`src/design/gfr_pkg.sv`:
```
package gfr_pkg;

    localparam int RPM_W   = 16;
    localparam int KMH_W   = 8;
    localparam int SCALE_W = 16;
    localparam int RATIO_W = 16;
    localparam int GEAR_W  = 4;
    localparam int RC_W    = 3;
    localparam int ENTRY_W = 36;
    localparam int DEN_W   = KMH_W + SCALE_W;
    localparam int CFG_AW  = 3;
    localparam int DIV_STEPS = RATIO_W;
    localparam int DCNT_W  = $clog2(DIV_STEPS);

    localparam logic [CFG_AW-1:0] REG_RANGE_COUNT = 3'd0;
    localparam logic [CFG_AW-1:0] REG_RATIO_SCALE = 3'd1;
    localparam logic [CFG_AW-1:0] REG_ENTRY_BASE  = 3'd2;

    localparam logic [SCALE_W-1:0] SCALE_RESET = 16'd256;
    localparam logic [RPM_W-1:0]   IDLE_RPM    = 16'd800;
    localparam logic [KMH_W-1:0]   CREEP_KMH   = 8'd5;
    localparam logic [GEAR_W-1:0]  NEUTRAL_CODE = 4'd0;

    typedef enum logic [1:0] {
        DEC_ZERO  = 2'd0,
        DEC_MATCH = 2'd1,
        DEC_IDLE  = 2'd2,
        DEC_HELD  = 2'd3
    } t_decision;

    typedef struct packed {
        logic load_in;
        logic load_den;
        logic div_init;
        logic div_step;
        logic scan_step;
        logic out_load;
    } t_cmd;

    typedef struct packed {
        logic in_zero;
        logic sat;
        logic div_last;
        logic scan_done;
    } t_status;

endpackage

```
`src/design/gfr_ctrl.sv`:
```
module gfr_ctrl (
    input  logic             i_clk,
    input  logic             i_rst_n,
    input  logic             i_in_valid,
    output logic             o_in_ready,
    output logic             o_out_valid,
    input  logic             i_out_ready,
    input  gfr_pkg::t_status i_status,
    output gfr_pkg::t_cmd    o_cmd
);
    import gfr_pkg::*;

    typedef enum logic [5:0] {
        S_IDLE = 6'b000001,
        S_MUL  = 6'b000010,
        S_PREP = 6'b000100,
        S_DIV  = 6'b001000,
        S_SCAN = 6'b010000,
        S_OUT  = 6'b100000
    } t_state;

    t_state r_state;
    t_state n_state;
    logic   r_out_valid;
    logic   n_out_valid;
    logic   w_out_free;

    assign w_out_free = !r_out_valid || i_out_ready;

    always_comb begin
        n_state = r_state;
        o_cmd   = '0;
        unique case (r_state)
            S_IDLE: begin
                if (i_in_valid) begin
                    o_cmd.load_in = 1'b1;
                    n_state       = S_MUL;
                end
            end
            S_MUL: begin
                o_cmd.load_den = 1'b1;
                n_state        = S_PREP;
            end
            S_PREP: begin
                o_cmd.div_init = 1'b1;
                if (i_status.in_zero) begin
                    n_state = S_OUT;
                end else if (i_status.sat) begin
                    n_state = S_SCAN;
                end else begin
                    n_state = S_DIV;
                end
            end
            S_DIV: begin
                o_cmd.div_step = 1'b1;
                if (i_status.div_last) begin
                    n_state = S_SCAN;
                end
            end
            S_SCAN: begin
                o_cmd.scan_step = 1'b1;
                if (i_status.scan_done) begin
                    n_state = S_OUT;
                end
            end
            S_OUT: begin
                if (w_out_free) begin
                    o_cmd.out_load = 1'b1;
                    n_state        = S_IDLE;
                end
            end
            default: begin
                n_state = S_IDLE;
            end
        endcase
    end

    always_comb begin
        n_out_valid = r_out_valid;
        if (o_cmd.out_load) begin
            n_out_valid = 1'b1;
        end else if (i_out_ready) begin
            n_out_valid = 1'b0;
        end
    end

    always_ff @(posedge i_clk) begin
        if (!i_rst_n) begin
            r_state     <= S_IDLE;
            r_out_valid <= 1'b0;
        end else begin
            r_state     <= n_state;
            r_out_valid <= n_out_valid;
        end
    end

    assign o_in_ready  = (r_state == S_IDLE);
    assign o_out_valid = r_out_valid;

endmodule

```
`src/design/gfr_dpath.sv`:
```
module gfr_dpath #(
    parameter int MAX_RANGES = 6
) (
    input  logic                         i_clk,
    input  logic                         i_rst_n,
    input  gfr_pkg::t_cmd                i_cmd,
    output gfr_pkg::t_status             o_status,
    input  logic [gfr_pkg::RPM_W-1:0]    i_engine_rpm,
    input  logic [gfr_pkg::KMH_W-1:0]    i_vehicle_kmh,
    input  logic [gfr_pkg::RC_W-1:0]     i_range_count,
    input  logic [gfr_pkg::SCALE_W-1:0]  i_ratio_scale,
    input  logic [gfr_pkg::ENTRY_W-1:0]  i_entries [MAX_RANGES],
    output logic [gfr_pkg::GEAR_W-1:0]   o_gear_code,
    output logic [1:0]                   o_decision,
    output logic [gfr_pkg::RATIO_W-1:0]  o_ratio_q8
);
    import gfr_pkg::*;

    localparam int IDX_W = (MAX_RANGES > 1) ? $clog2(MAX_RANGES) : 1;

    logic [RPM_W-1:0]   r_rpm;
    logic [KMH_W-1:0]   r_kmh;
    logic [DEN_W-1:0]   r_den;
    logic [DEN_W-1:0]   r_rem;
    logic [RATIO_W-1:0] r_quo;
    logic [DCNT_W-1:0]  r_cnt;
    logic [IDX_W-1:0]   r_idx;
    logic               r_hit;
    logic [GEAR_W-1:0]  r_hit_gear;
    logic [GEAR_W-1:0]  r_last_gear;
    logic [GEAR_W-1:0]  r_gear_out;
    logic [1:0]         r_dec_out;
    logic [RATIO_W-1:0] r_ratio_out;

    logic [DEN_W-1:0]   w_prod;
    logic               w_in_zero;
    logic               w_sat;
    logic [DEN_W:0]     w_shift;
    logic               w_fits;
    logic [RC_W-1:0]    w_limit;
    logic               w_in_list;
    logic [ENTRY_W-1:0] w_entry;
    logic [RATIO_W-1:0] w_lo;
    logic [RATIO_W-1:0] w_hi;
    logic               w_match;
    logic               w_idle_rule;
    logic [GEAR_W-1:0]  w_gear;
    t_decision          w_dec;
    logic [RATIO_W-1:0] w_ratio;

    assign w_prod    = DEN_W'(r_kmh) * DEN_W'(i_ratio_scale);
    assign w_in_zero = (r_rpm == '0) || (r_kmh == '0);
    assign w_sat     = (r_den == '0) || (DEN_W'(r_rpm) >= r_den);
    assign w_shift   = {r_rem, 1'b0};
    assign w_fits    = (w_shift >= {1'b0, r_den});

    assign w_limit   = (i_range_count > RC_W'(MAX_RANGES)) ? RC_W'(MAX_RANGES) : i_range_count;
    assign w_in_list = (RC_W'(r_idx) < w_limit);
    assign w_entry   = w_in_list ? i_entries[r_idx] : '0;
    assign w_lo      = w_entry[35:20];
    assign w_hi      = w_entry[19:4];
    assign w_match   = w_in_list && (r_quo >= w_lo) && (r_quo <= w_hi);

    assign w_idle_rule = (r_rpm > IDLE_RPM) && (r_kmh < CREEP_KMH);

    assign o_status.in_zero   = w_in_zero;
    assign o_status.sat       = w_sat;
    assign o_status.div_last  = (r_cnt == DCNT_W'(DIV_STEPS - 1));
    assign o_status.scan_done = w_match || ((RC_W'(r_idx) + RC_W'(1)) >= w_limit);

    always_comb begin
        if (w_in_zero) begin
            w_gear  = NEUTRAL_CODE;
            w_dec   = DEC_ZERO;
            w_ratio = '0;
        end else if (r_hit) begin
            w_gear  = r_hit_gear;
            w_dec   = DEC_MATCH;
            w_ratio = r_quo;
        end else if (w_idle_rule) begin
            w_gear  = NEUTRAL_CODE;
            w_dec   = DEC_IDLE;
            w_ratio = r_quo;
        end else begin
            w_gear  = r_last_gear;
            w_dec   = DEC_HELD;
            w_ratio = r_quo;
        end
    end

    always_ff @(posedge i_clk) begin
        if (i_cmd.load_in) begin
            r_rpm <= i_engine_rpm;
            r_kmh <= i_vehicle_kmh;
        end
        if (i_cmd.load_den) begin
            r_den <= w_prod;
        end
        if (i_cmd.div_init) begin
            r_rem <= DEN_W'(r_rpm);
            r_quo <= w_sat ? '1 : '0;
            r_cnt <= '0;
            r_idx <= '0;
        end else if (i_cmd.div_step) begin
            if (w_fits) begin
                r_rem <= DEN_W'(w_shift - {1'b0, r_den});
                r_quo <= {r_quo[RATIO_W-2:0], 1'b1};
            end else begin
                r_rem <= w_shift[DEN_W-1:0];
                r_quo <= {r_quo[RATIO_W-2:0], 1'b0};
            end
            r_cnt <= r_cnt + DCNT_W'(1);
        end else if (i_cmd.scan_step) begin
            r_idx <= r_idx + IDX_W'(1);
            if (w_match) begin
                r_hit_gear <= w_entry[3:0];
            end
        end
        if (i_cmd.out_load) begin
            r_gear_out  <= w_gear;
            r_dec_out   <= w_dec;
            r_ratio_out <= w_ratio;
        end
    end

    always_ff @(posedge i_clk) begin
        if (!i_rst_n) begin
            r_hit       <= 1'b0;
            r_last_gear <= NEUTRAL_CODE;
        end else begin
            if (i_cmd.div_init) begin
                r_hit <= 1'b0;
            end else if (i_cmd.scan_step && w_match) begin
                r_hit <= 1'b1;
            end
            if (i_cmd.out_load) begin
                r_last_gear <= w_gear;
            end
        end
    end

    assign o_gear_code = r_gear_out;
    assign o_decision  = r_dec_out;
    assign o_ratio_q8  = r_ratio_out;

endmodule

```
`src/design/gear_from_ratio_estimator.sv`:
```
// Estimates the gear from one engine speed and vehicle speed pair per transfer. The ratio
// engine_rpm * 65536 / (vehicle_kmh * ratio_scale) is formed by a restoring divider that
// produces one quotient bit per cycle, then the configured ranges are checked one entry per
// cycle, from the first entry up to the first match (at least one entry, at most MAX_RANGES).
// A ratio that saturates skips the divider and goes straight to the range scan, and an item
// with a zero speed skips both the divider and the scan. The input is ready again in the same
// cycle that the result appears. The result sits in an output register, so the next item is
// accepted while the previous result waits; that next item stalls before its result only if
// the previous one has still not been taken.
module gear_from_ratio_estimator #(
    parameter int MAX_RANGES = 6
) (
    input  logic                         i_clk,
    input  logic                         i_rst_n,
    input  logic                         i_in_valid,
    output logic                         o_in_ready,
    input  logic [gfr_pkg::RPM_W-1:0]    i_engine_rpm,
    input  logic [gfr_pkg::KMH_W-1:0]    i_vehicle_kmh,
    output logic                         o_out_valid,
    input  logic                         i_out_ready,
    output logic [gfr_pkg::GEAR_W-1:0]   o_gear_code,
    output logic [1:0]                   o_decision,
    output logic [gfr_pkg::RATIO_W-1:0]  o_ratio_q8,
    input  logic                         i_cfg_we,
    input  logic [gfr_pkg::CFG_AW-1:0]   i_cfg_addr,
    input  logic [gfr_pkg::ENTRY_W-1:0]  i_cfg_wdata
);
    import gfr_pkg::*;

    logic [RC_W-1:0]    r_range_count;
    logic [SCALE_W-1:0] r_ratio_scale;
    logic [ENTRY_W-1:0] r_entry [MAX_RANGES];
    t_cmd               w_cmd;
    t_status            w_status;

    always_ff @(posedge i_clk) begin
        if (!i_rst_n) begin
            r_range_count <= '0;
            r_ratio_scale <= SCALE_RESET;
        end else if (i_cfg_we) begin
            if (i_cfg_addr == REG_RANGE_COUNT) begin
                r_range_count <= i_cfg_wdata[RC_W-1:0];
            end else if (i_cfg_addr == REG_RATIO_SCALE) begin
                r_ratio_scale <= i_cfg_wdata[SCALE_W-1:0];
            end
        end
    end

    for (genvar g = 0; g < MAX_RANGES; g++) begin : g_entry
        always_ff @(posedge i_clk) begin
            if (!i_rst_n) begin
                r_entry[g] <= '0;
            end else if (i_cfg_we && (i_cfg_addr == CFG_AW'(REG_ENTRY_BASE + g))) begin
                r_entry[g] <= i_cfg_wdata;
            end
        end
    end

    gfr_ctrl u_ctrl (
        .i_clk       (i_clk),
        .i_rst_n     (i_rst_n),
        .i_in_valid  (i_in_valid),
        .o_in_ready  (o_in_ready),
        .o_out_valid (o_out_valid),
        .i_out_ready (i_out_ready),
        .i_status    (w_status),
        .o_cmd       (w_cmd)
    );

    gfr_dpath #(
        .MAX_RANGES (MAX_RANGES)
    ) u_dpath (
        .i_clk         (i_clk),
        .i_rst_n       (i_rst_n),
        .i_cmd         (w_cmd),
        .o_status      (w_status),
        .i_engine_rpm  (i_engine_rpm),
        .i_vehicle_kmh (i_vehicle_kmh),
        .i_range_count (r_range_count),
        .i_ratio_scale (r_ratio_scale),
        .i_entries     (r_entry),
        .o_gear_code   (o_gear_code),
        .o_decision    (o_decision),
        .o_ratio_q8    (o_ratio_q8)
    );

`ifndef SYNTHESIS
    a_one_item_at_a_time: assert property (@(posedge i_clk) disable iff (!i_rst_n)
        (i_in_valid && o_in_ready) |=> !o_in_ready)
        else $error("input accepted again while an item was in progress");

    a_zero_result: assert property (@(posedge i_clk) disable iff (!i_rst_n)
        (o_out_valid && (o_decision == DEC_ZERO))
            |-> ((o_ratio_q8 == '0) && (o_gear_code == NEUTRAL_CODE)))
        else $error("zero-input result carries a nonzero ratio or gear");

    a_idle_neutral: assert property (@(posedge i_clk) disable iff (!i_rst_n)
        (o_out_valid && (o_decision == DEC_IDLE)) |-> (o_gear_code == NEUTRAL_CODE))
        else $error("idle rule result is not neutral");

    a_result_after_load: assert property (@(posedge i_clk) disable iff (!i_rst_n)
        w_cmd.out_load |=> o_out_valid)
        else $error("result register loaded without raising valid");
`endif

endmodule
```
`config.mk`:
```
export PLATFORM = sky130hd
export DESIGN_NAME = gear_from_ratio_estimator
export DESIGN_NICKNAME = d
export VERILOG_FILES = /design/src/design/gfr_pkg.sv /design/src/design/gfr_ctrl.sv /design/src/design/gfr_dpath.sv /design/src/design/gear_from_ratio_estimator.sv
export SDC_FILE = /design/constraint.sdc
export NUM_CORES = 1
export LEC_CHECK = 0
export CAP_MARGIN = 20
export CORE_AREA = 2 2 253 255
export CTS_CLUSTER_DIAMETER = 30
export DETAILED_ROUTE_END_ITERATION = 6
export DIE_AREA = 0 0 255 257
export DONT_BUFFER_PORTS = 1
export PLACE_DENSITY = 0.52
export SETUP_SLACK_MARGIN = 0.5
export SYNTH_ARGS = -nofsm -noshare
export SYNTH_HDL_FRONTEND = slang
export SYNTH_SLANG_ARGS = --single-unit
```
`constraint.sdc`:
```
create_clock -name i_clk -period 9.9 [get_ports i_clk]
set_input_delay 0.99 -clock i_clk [delete_from_list [all_inputs] [get_ports i_clk]]
set_output_delay 0.99 -clock i_clk [all_outputs]
set_load 0.01 [all_outputs]
```
==> results of run 1 <==
critical path, stage by stage, from the launching register on:
cell and delay (ps):
sky130_fd_sc_hd__edfxtp_1 720, sky130_fd_sc_hd__nand2_1 150, sky130_fd_sc_hd__fa_1 520, sky130_fd_sc_hd__fa_1 550
sky130_fd_sc_hd__inv_1 50, sky130_fd_sc_hd__fa_1 520, sky130_fd_sc_hd__inv_1 50, sky130_fd_sc_hd__fa_1 530
sky130_fd_sc_hd__inv_1 40, sky130_fd_sc_hd__ha_1 340, sky130_fd_sc_hd__o21a_1 130, sky130_fd_sc_hd__o31a_1 130
sky130_fd_sc_hd__o31ai_1 390, sky130_fd_sc_hd__a21boi_1 150, sky130_fd_sc_hd__o21ai_1 230, sky130_fd_sc_hd__a211oi_1 120
sky130_fd_sc_hd__a2111oi_2 390, sky130_fd_sc_hd__a21oi_1 140, sky130_fd_sc_hd__xnor2_1 140
cells by family after synthesis:
group / count (synthesis) / share of synthesized area, %
XOR/XNOR: 43 / 1.72
flip-flops: 368 / 38.5
buffers and inverters: 311 / 5.42
AO/OA/AOI/OAI: 475 / 15.5
AND/OR/NAND/NOR: 867 / 17.4
multiplexers: 101 / 6.69
adder cells (fa/ha/maj): 208 / 14.8
final cells by class:
| type | instances | area (um^2) | share of cell area [%] |
|---|---|---|---|
| clock inverter | 62 | 729 | 2.82 |
| inverter | 181 | 679 | 2.62 |
| timing repair buffer | 25 | 194 | 0.749 |
| tap | 846 | 1060 | 4.09 |
| clock buffer | 112 | 2510 | 9.68 |
| multi-input combinational | 1694 | 12300 | 47.5 |
| sequential | 368 | 8430 | 32.6 |
stage by stage:
stage / cells / power, uW / setup slack [ps] / area (um^2)
after global placement: 3113 / 2440 / 4460 / 22700
after floorplan: 2373 / 2270 / 4830 / 21900
final: 3288 / 5450 / 4360 / 25900
after detailed placement: 3113 / 2460 / 4360 / 22700
after CTS: 3287 / 5510 / 4360 / 25900
after global routing: 3288 / 5690 / 4070 / 25900
flip-flops by register name (all words and copies together) (netlist names):
signal and cells:
u_dpath.r_den 24, u_dpath.o_decision 2, r_ratio_scale 16, u_dpath.r_idx 3, u_ctrl.r_state 6, u_dpath.r_last_gear 4
u_dpath.r_hit_gear 4, u_dpath.o_gear_code 4, r_entry 216, u_dpath.r_kmh 8, r_range_count 3, u_dpath.o_ratio_q8 16
u_dpath.r_quo 16, u_dpath.r_hit 1, u_ctrl.o_out_valid 1, u_dpath.r_cnt 4, u_dpath.r_rpm 16, u_dpath.r_rem 24
where the power goes:
group	leakage (uW)	switching [uW]	internal, uW
Sequential	0.00308	138	1660
Combinational	0.00547	351	275
Clock	0.00153	1000	2020
Total	0.0101	1490	3960
metal layers:
metal	track usage (%)	vias to the layer above	wire (um)	part of all wire, %
met5	0	-	0	0
met1	26.1	8104	29000	48
met2	28.3	348	26500	44
met3	4.25	103	3440	5.7
li1	-	8017	-	-
met4	5.90	0	1300	2.2
final timing paths:
kind,start,endpoint,slack [ps],cells after the start
max reg2reg,u_dpath.r_kmh[6]$_DFFE_PP_,u_dpath.r_den[23]$_DFFE_PP_,4360,18
max,u_dpath.r_kmh[6]$_DFFE_PP_,u_dpath.r_den[23]$_DFFE_PP_,4360,18
min reg2reg,r_entry[116]$_SDFFE_PN0P_,r_entry[116]$_SDFFE_PN0P_,460,2
min,i_engine_rpm[0],u_dpath.r_rpm[0]$_DFFE_PP_,450,0
Yosys cell counts, types with 6 or more instances:
cell type / n / area [um^2]
sky130_fd_sc_hd__mux2i_1: 64 / 641
sky130_fd_sc_hd__nand2b_1: 10 / 62.6
sky130_fd_sc_hd__clkbuf_1: 107 / 402
sky130_fd_sc_hd__nor2_1: 58 / 218
sky130_fd_sc_hd__inv_1: 181 / 679
sky130_fd_sc_hd__buf_1: 15 / 56.3
sky130_fd_sc_hd__a211oi_1: 8 / 60.1
sky130_fd_sc_hd__dfxtp_1: 262 / 5250
sky130_fd_sc_hd__xor2_1: 10 / 87.6
sky130_fd_sc_hd__nor2b_1: 28 / 175
sky130_fd_sc_hd__edfxtp_1: 106 / 3180
sky130_fd_sc_hd__nor3_1: 10 / 50.1
sky130_fd_sc_hd__nand2_1: 590 / 2210
sky130_fd_sc_hd__nor4_1: 9 / 56.3
sky130_fd_sc_hd__ha_1: 122 / 1530
sky130_fd_sc_hd__o21ai_0: 28 / 140
sky130_fd_sc_hd__a21boi_0: 237 / 1780
sky130_fd_sc_hd__mux4_2: 36 / 811
sky130_fd_sc_hd__nand3b_1: 8 / 60.1
sky130_fd_sc_hd__and2_1: 97 / 607
sky130_fd_sc_hd__nand4_1: 13 / 81.3
sky130_fd_sc_hd__o21a_1: 14 / 105
sky130_fd_sc_hd__xnor2_1: 33 / 289
sky130_fd_sc_hd__a21o_1: 46 / 345
sky130_fd_sc_hd__nand3_1: 19 / 95.1
sky130_fd_sc_hd__o31ai_1: 7 / 52.6
sky130_fd_sc_hd__or4_1: 6 / 45.0
sky130_fd_sc_hd__o22ai_1: 34 / 213
sky130_fd_sc_hd__fa_1: 85 / 1700
sky130_fd_sc_hd__a21oi_1: 54 / 270
==> flow_summary.json, run 1 <==
{
  "detailroute.via_count": 16600,
  "cts_setup_buffers": 0,
  "insertedDiodeCount": 0,
  "power_per_cell_area_mw_per_mm2": 210,
  "drtAntennaViolNets": 0,
  "transition_at_the_pin_with_the_smallest_max_transition_slack_ps": 1170,
  "hp-class": "input pin to flop",
  "synth.net_count": 2648,
  "cts.root.buffer_cell": "sky130_fd_sc_hd__clkbuf_16",
  "fp.dieW_um": 255,
  "drt_drc_violations_left": 0,
  "design.core.area_mm2": 0.0627,
  "grt_pass1_wl_um": 95400,
  "drt-total-wl_um": 60300,
  "most-common-layout-cells": "sky130_fd_sc_hd__nand2_1, sky130_fd_sc_hd__dfxtp_1, sky130_fd_sc_hd__a21boi_0",
  "power.leakage_uw": 0.0101,
  "setup_viol": 0,
  "synth-seq-area-share_pct": 38.5,
  "worst_ep_required_time_ps": 10280,
  "hold_viol": 0,
  "clk-insertion-delay-late_ps": 640,
  "outcome": "complete, no violations",
  "global_route.usage.total_pct": 18.6,
  "synth_top_flop_cell": "sky130_fd_sc_hd__dfxtp_1",
  "maxCapViolCount": 0,
  "ys_warn_count": 0,
  "slew_headroom_pct": 21.6,
  "avgSynthCellArea_um2": 9.22,
  "worst-endpoint-arrival_ps": 5930,
  "placed_wire_length_estimate_after_detailed_placement_um": 38900,
  "total_global_routing_overflow": 0,
  "place_congestion": 0.837,
  "worstSetupStartpointType": "flop",
  "clk_pin_slew_worst_paths_ps": 50,
  "syn-cell-area_mm2": 0.0219,
  "post_drt_via_cell_ratio": 5.04,
  "ys_types": 69,
  "nFillCells": 6096,
  "top_level_ports": 92,
  "fp-row-count": 92,
  "ir_drop_mv": 0.152,
  "grt_setup_unrepaired": "false",
  "post_cts_resized": 0,
  "synthToLayoutAreaGrowth_pct": 18.4,
  "htree_levels": 3,
  "drive_above_1_share_pct": 10.1,
  "layout.core_utilization_pct": 41.3,
  "dieHeight_um": 257,
  "synth_enable_flop_cells": 106,
  "end_kind": "flop",
  "timing.fmax_ghz": 0.180,
  "start_util_pct": 34.9,
  "critPathMaxFanout": 17,
  "route.detailed.wl_per_inst_um": 18.3,
  "layout_commonest_cell": "sky130_fd_sc_hd__nand2_1",
  "postSynth.asyncResetShare_pct": 0,
  "finalCritPeriodShare_pct": 56.0,
  "tritoncts": "built",
  "first_global_vias": 17000,
  "ctsLongestPathBuffers": 3,
  "port-buffer-count": 0,
  "cts-hold-fix-buffers": 0,
  "timing_worst_setup_path_type": "flop to flop",
  "drv_slew": 0,
  "skew_ps": 42.2,
  "syn-instance-count": 2373,
  "fp.dieArea_mm2": 0.0655,
  "detailedRoute.firstPassIterationCount": 5,
  "clock_sink_count": 368,
  "period_minus_slack_ps": 5540,
  "number_of_buffers_added_by_the_clock_tree_synthesis_step": 93,
  "drt_iter0_drc": 1030,
  "antenna_violations_before_repair": 0,
  "grt_start_max_net_pins": 247,
  "fin_setup_tns_ps": 0,
  "ys_ff_latch": 368,
  "final_nets": 2638,
  "worst_hold_slack_ps": 451
}
Note: power is estimated with default switching activity, not from simulation.
==> inputs of run 2 (changes only) <==
- PLACE_DENSITY: 0.52 -> 0.54
- clock period: 9.9 -> 4.8 ns (I/O delays scaled with it)
==> flow_summary.json, run 2 (same netlist as run 1, synthesis figures left out) <==
{
  "fin_setup_tns_ps": 0,
  "number_of_buffers_added_by_the_clock_tree_synthesis_step": 94,
  "p_seq_share_pct": 29.2,
  "worst_hold_slack_ps": 25.8,
  "outcome": "complete, no violations",
  "post_drt_via_cell_ratio": 5.03,
  "reg_top3": "r_entry: 216 flops, u_dpath.r_den: 24 flops, u_dpath.r_rem: 24 flops",
  "fp.dieW_um": 255,
  "drt_iter0_drc": 1188,
  "ff_latch_area_mm2": 0.00844,
  "layout.core_utilization_pct": 44.8,
  "period_minus_slack_ps": 4680,
  "transition_at_the_pin_with_the_smallest_max_transition_slack_ps": 1010,
  "timing.hold.worst.start": "i_cfg_wdata[2]",
  "largest_register_ff_count": 216,
  "power.leakage_uw": 0.0110,
  "drive_above_1_share_pct": 16.9,
  "power_per_cell_area_mw_per_mm2": 438,
  "dp_cells": 3181,
  "tritoncts": "built",
  "worstSetupStartpointType": "flop",
  "port-buffer-count": 0,
  "grt_pass1_wl_um": 99100,
  "detailroute.via_count": 17300,
  "cell_internal_pwr_uw": 9090,
  "synthToLayoutAreaGrowth_pct": 28.4,
  "antenna_violations_before_repair": 3,
  "most-common-layout-cells": "sky130_fd_sc_hd__nand2_1, sky130_fd_sc_hd__dfxtp_1, sky130_fd_sc_hd__a21boi_0",
  "critPathMaxFanout": 4,
  "clk-insertion-delay-late_ps": 630,
  "hold_path_end": "r_ratio_scale[2]$_SDFFE_PN0P_",
  "finalCritPeriodShare_pct": 97.4,
  "drt_drc_violations_left": 0,
  "timing.fmax_ghz": 0.214,
  "hp-class": "input pin to flop",
  "finalNonFillerCells": 3437,
  "sw_frac_of_total_pct": 26.0,
  "final_nets": 2786,
  "place_congestion": 0.869,
  "grt-busiest-layer": "met2",
  "worst_r2r_startpoint": "u_dpath.r_kmh[4]$_DFFE_PP_",
  "use_met1_pct": 26.6,
  "clk_pin_slew_worst_paths_ps": 40,
  "critical_path.cell_chain": "buf_6 > and2_4 > fa_1 > fa_1 > fa_1 > inv_1 > fa_1 > inv_2 > ha_4 > nand2_4 > a211oi_4 > o31ai_4 > a21boi_2 > o21ai_2 > a211oi_2 > a2111oi_2 > buf_4 > xnor2_2",
  "design.core.area_mm2": 0.0627,
  "htree_levels": 3,
  "grt_util_met3_pct": 4.38,
  "insertedDiodeCount": 0,
  "total_global_routing_overflow": 0,
  "maxCapViolCount": 0,
  "skew_ps": 46.3,
  "drt-total-wl_um": 62500,
  "layout_commonest_cell": "sky130_fd_sc_hd__nand2_1",
  "fp.dieArea_mm2": 0.0655,
  "dieHeight_um": 257,
  "detailedRoute.firstPassIterationCount": 5,
  "drtAntennaViolNets": 0,
  "comb_power_share_pct": 14.6,
  "cpPeakStageDelay_ps": 580,
  "slew_headroom_pct": 32.1,
  "grt_start_max_net_pins": 129,
  "cts.root.buffer_cell": "sky130_fd_sc_hd__clkbuf_16",
  "hold_viol": 0,
  "drv_slew": 0,
  "worst-r2r-setup-slack_ps": 120,
  "placed_wire_length_estimate_after_detailed_placement_um": 41100,
  "global_route.usage.total_pct": 19.3,
  "ir_drop_mv": 0.271,
  "grt_setup_unrepaired": "true",
  "top_level_ports": 92,
  "max_flop_register": "r_entry",
  "nFillCells": 5882,
  "clock_sink_count": 368,
  "pwr-share-clk_pct": 56.2,
  "worst_path_max_delay_cell": "sky130_fd_sc_hd__fa_1",
  "worst-endpoint-arrival_ps": 5040,
  "start_util_pct": 34.9,
  "crit_path_frequent_cell": "sky130_fd_sc_hd__fa_1",
  "route.detailed.wl_per_inst_um": 18.2,
  "timing_worst_setup_path_type": "flop to flop",
  "fp-row-count": 92,
  "setup_viol": 0,
  "end_kind": "flop",
  "met2_usage_pct": 29.6,
  "switchingPower_uw": 3200,
  "totalPowerFinal_uw": 12300,
  "r2r_cells": 18,
  "reg2reg_to": "u_dpath.r_den[21]$_DFFE_PP_",
  "multi_input_comb_area_mm2": 0.0128,
  "worst_ep_required_time_ps": 5170,
  "first_global_vias": 17900,
  "timing.hold.worst_path_depth": 2,
  "ctsLongestPathBuffers": 3
}
-- run 2: changes by cell type in the layout (fill, tap and decap cells not counted), moves of 9 or more --
cell,previous run,this run
sky130_fd_sc_hd__buf_4,24,85
sky130_fd_sc_hd__and2_4,0,13
sky130_fd_sc_hd__inv_1,181,160
sky130_fd_sc_hd__and2_1,97,84
sky130_fd_sc_hd__buf_6,0,20
sky130_fd_sc_hd__inv_2,0,21
sky130_fd_sc_hd__nand2_1,589,577
sky130_fd_sc_hd__ha_4,0,14
sky130_fd_sc_hd__ha_1,122,107
sky130_fd_sc_hd__dlygate4sd3_1,0,62
sky130_fd_sc_hd__bufinv_16,8,17
-- run 2: worst max path at each step --
stage	start	endpoint	slack [ps]	cells past startpoint
finish	u_dpath.r_kmh[4]$_DFFE_PP_	u_dpath.r_den[21]$_DFFE_PP_	120	18
floorplan	u_dpath.r_kmh[7]$_DFFE_PP_	u_dpath.r_den[23]$_DFFE_PP_	60	17
detailed placement	u_dpath.r_kmh[4]$_DFFE_PP_	u_dpath.r_den[23]$_DFFE_PP_	-120	18
CTS	u_dpath.r_kmh[4]$_DFFE_PP_	u_dpath.r_den[23]$_DFFE_PP_	90	16
global placement	u_dpath.r_kmh[4]$_DFFE_PP_	u_dpath.r_den[21]$_DFFE_PP_	-20	18
global route	u_dpath.r_kmh[7]$_DFFE_PP_	u_dpath.r_den[23]$_DFFE_PP_	-70	16
-- run 2: layout make-up --
cell class                      instances  area share, %
Inverter                              181           2.42
Clock buffer                          124           9.57
Multi-Input combinational cell       1694           45.5
Timing Repair Buffer                  172           5.62
Sequential cell                       368           30.0
Tap cell                              846           3.77
Clock inverter                         52           3.06
-- run 2: power groups by stage --
stage / logic, uW / clock network (uW) / registers [uW]
6_report: 1790 / 6910 / 3590
3_3_place_gp: 1500 / 0 / 3650
3_5_place_dp: 1530 / 0 / 3660
4_1_cts: 1740 / 7010 / 3580
5_1_grt: 1980 / 7180 / 3600
2_1_floorplan: 1180 / 0 / 3560
-- run 2: worst max-delay path: cells and delay by family, from the launching register on --
family / cells / cell delay (ps)
compound gates: 6 / 890
xor+xnor: 1 / 120
fa+ha+maj: 5 / 2360
buf+inv: 4 / 420
flops: 1 / 460
simple gates: 2 / 200
-- run 2: repair_timing --
| item | in CTS | in global routing |
|---|---|---|
| hold buffers | 63 | 0 |
| setup buffers | 12 | 4 |
| endpoints found under the hold margin | 228 | 0 |
| endpoints found under the setup margin | 14 | 20 |
| pin swaps | 63 | 36 |
| resized for setup | 71 | 45 |
-- run 2: metal layers --
layer / vias to the layer above / share of wire (%) / wire [um]
met5: - / 0.032 / 20
met4: 4 / 2.6 / 1610
met3: 118 / 6.6 / 4140
met2: 434 / 45 / 27800
met1: 8407 / 46 / 28900
li1: 8314 / - / -
-- run 2: per-stage QoR --
| stage | area (um^2) | setup slack [ps] |
|---|---|---|
| after detailed placement | 23300 | -124 |
| after global routing | 28100 | -70.0 |
| final | 28100 | 124 |
| after global placement | 23300 | -17.1 |
| after floorplan | 22100 | 64.3 |
| after CTS | 27900 | 85.5 |
==> inputs of run 3 (changes only) <==
- REMOVE_ABC_BUFFERS: default -> 1
==> flow_summary.json, run 3 (same netlist as run 1, synthesis figures left out) <==
{
  "drtAntennaViolNets": 0,
  "skew_ps": 61.5,
  "total_global_routing_overflow": 0,
  "worst-r2r-setup-slack_ps": -30,
  "maxCapViolCount": 0,
  "htree_levels": 3,
  "layout.core_utilization_pct": 44.3,
  "number_of_buffers_added_by_the_clock_tree_synthesis_step": 91,
  "nFillCells": 5956,
  "multi_input_comb_area_mm2": 0.0127,
  "drive_above_1_share_pct": 15.6,
  "most-common-layout-cells": "sky130_fd_sc_hd__nand2_1, sky130_fd_sc_hd__dfxtp_1, sky130_fd_sc_hd__a21boi_0",
  "worst-path-buf-inv": 6,
  "timing.fmax_ghz": 0.207,
  "post_drt_via_cell_ratio": 5.00,
  "final_nets": 2806,
  "layout_commonest_cell": "sky130_fd_sc_hd__nand2_1",
  "drt_drc_violations_left": 0,
  "largest_register_ff_count": 216,
  "dieHeight_um": 257,
  "cell_internal_pwr_uw": 8430,
  "critical_path.cell_chain": "buf_6 > buf_6 > nand2_4 > fa_1 > fa_1 > inv_2 > fa_1 > inv_2 > fa_1 > inv_2 > ha_4 > buf_6 > nand4_1 > o21ai_1 > a41oi_2 > o221ai_2 > a41oi_4 > a211oi_2 > a21o_1 > a21oi_2 > xnor2_1",
  "worst-endpoint-arrival_ps": 5170,
  "drt_iter0_drc": 913,
  "max_flop_register": "r_entry",
  "fin_setup_tns_ps": -78.1,
  "grt_setup_unrepaired": "true",
  "totalPowerFinal_uw": 11600,
  "detailroute.via_count": 17300,
  "cts.root.buffer_cell": "sky130_fd_sc_hd__clkbuf_16",
  "worstSetupStartpointType": "flop",
  "grt_pass1_wl_um": 98800,
  "switchingPower_uw": 3150,
  "top_level_ports": 92,
  "p_seq_share_pct": 30.9,
  "setup_viol": 3,
  "postPlaceCellArea_mm2": 0.0233,
  "design.core.area_mm2": 0.0627,
  "ir_drop_mv": 0.312,
  "comb_power_share_pct": 15.4,
  "start_util_pct": 34.9,
  "worst_path_max_delay_cell": "sky130_fd_sc_hd__fa_1",
  "slew_headroom_pct": 29.5,
  "drt-total-wl_um": 62300,
  "antenna_violations_before_repair": 3,
  "transition_at_the_pin_with_the_smallest_max_transition_slack_ps": 1060,
  "tritoncts": "built",
  "worst_hold_slack_ps": 26.5,
  "global_route.usage.total_pct": 19.2,
  "fin_area_mm2": 0.0278,
  "power_per_cell_area_mw_per_mm2": 417,
  "drv_slew": 0,
  "outcome": "complete, but fails checks",
  "cpPeakStageDelay_ps": 540,
  "ctsLongestPathBuffers": 3,
  "fp-row-count": 92,
  "finalCritPeriodShare_pct": 101,
  "synthToLayoutAreaGrowth_pct": 27.0,
  "place_congestion": 0.874,
  "ff_latch_area_mm2": 0.00843,
  "route.detailed.wl_per_inst_um": 18.0,
  "pwr-share-clk_pct": 53.7,
  "violated_checks": "setup timing",
  "clk_pin_slew_worst_paths_ps": 50,
  "sw_frac_of_total_pct": 27.2,
  "power.leakage_uw": 0.0110,
  "period_minus_slack_ps": 4830,
  "port-buffer-count": 0,
  "hp-class": "input pin to flop",
  "critPathTopFamily": "adder cells",
  "timing_worst_setup_path_type": "flop to flop",
  "hold_viol": 0,
  "detailedRoute.firstPassIterationCount": 5,
  "worst_ep_required_time_ps": 5140,
  "clk-insertion-delay-late_ps": 650,
  "fp.dieW_um": 255,
  "critPathMaxFanout": 4,
  "reg_top3": "r_entry: 216 flops, u_dpath.r_den: 24 flops, u_dpath.r_rem: 24 flops",
  "grt_start_max_net_pins": 199,
  "end_kind": "flop",
  "clock_sink_count": 368,
  "worst_slack_ps": -28.7,
  "crit_path_frequent_cell": "sky130_fd_sc_hd__fa_1",
  "placed_wire_length_estimate_after_detailed_placement_um": 41000,
  "fp.dieArea_mm2": 0.0655,
  "first_global_vias": 17900
}
run 3: timing repair:
action	CTS	global route
setup endpoints to repair	16	20
setup buffers	11	8
endpoints found under the hold margin	249	5
pin swaps	50	24
hold buffers	68	1
resized for setup	66	31
run 3: layout make-up:
type                    count  share of cell area (%)
multi-input cells        1694                    45.6
flip-flops and latches    368                    30.4
clock buffers             113                    8.90
repair buffers            195                    6.31
well taps                 846                    3.81
clock inverters            58                    2.60
inverters                 181                    2.45
diodes                      1                 0.00901
run 3: path summary, 6_finish.rpt:
path,from,depth (start not counted),end
max,u_dpath.r_kmh[4]$_DFFE_PP_,21,u_dpath.r_den[22]$_DFFE_PP_
min,i_rst_n,1,r_entry[213]$_SDFFE_PN0P_
max reg2reg,u_dpath.r_kmh[4]$_DFFE_PP_,21,u_dpath.r_den[22]$_DFFE_PP_
min reg2reg,r_entry[62]$_SDFFE_PN0P_,2,r_entry[62]$_SDFFE_PN0P_
run 3: power groups by stage:
| stage | sequential, uW | combinational [uW] | clock (uW) |
|---|---|---|---|
| after floorplan | 3680 | 983 | 0 |
| after global placement | 3620 | 1530 | 0 |
| after CTS | 3570 | 1740 | 6330 |
| after global routing | 3600 | 1970 | 6490 |
| after detailed placement | 3620 | 1550 | 0 |
| final | 3580 | 1780 | 6220 |
run 3: metal layers:
| layer | vias to the layer above | part of all wire, % | GRT usage, % |
|---|---|---|---|
| met3 | 104 | 5.3 | 3.71 |
| met5 | - | 0 | 0 |
| met1 | 8398 | 44 | 25.0 |
| met4 | 0 | 3.0 | 6.68 |
| met2 | 431 | 47 | 31.7 |
| li1 | 8356 | - | - |
run 3: through the flow:
stage / cells / setup WS (ps)
2_1_floorplan: 2243 / -1670
3_3_place_gp: 3195 / -346
3_5_place_dp: 3195 / -449
4_1_cts: 3445 / -79.9
5_1_grt: 3455 / -254
6_report: 3456 / -28.7
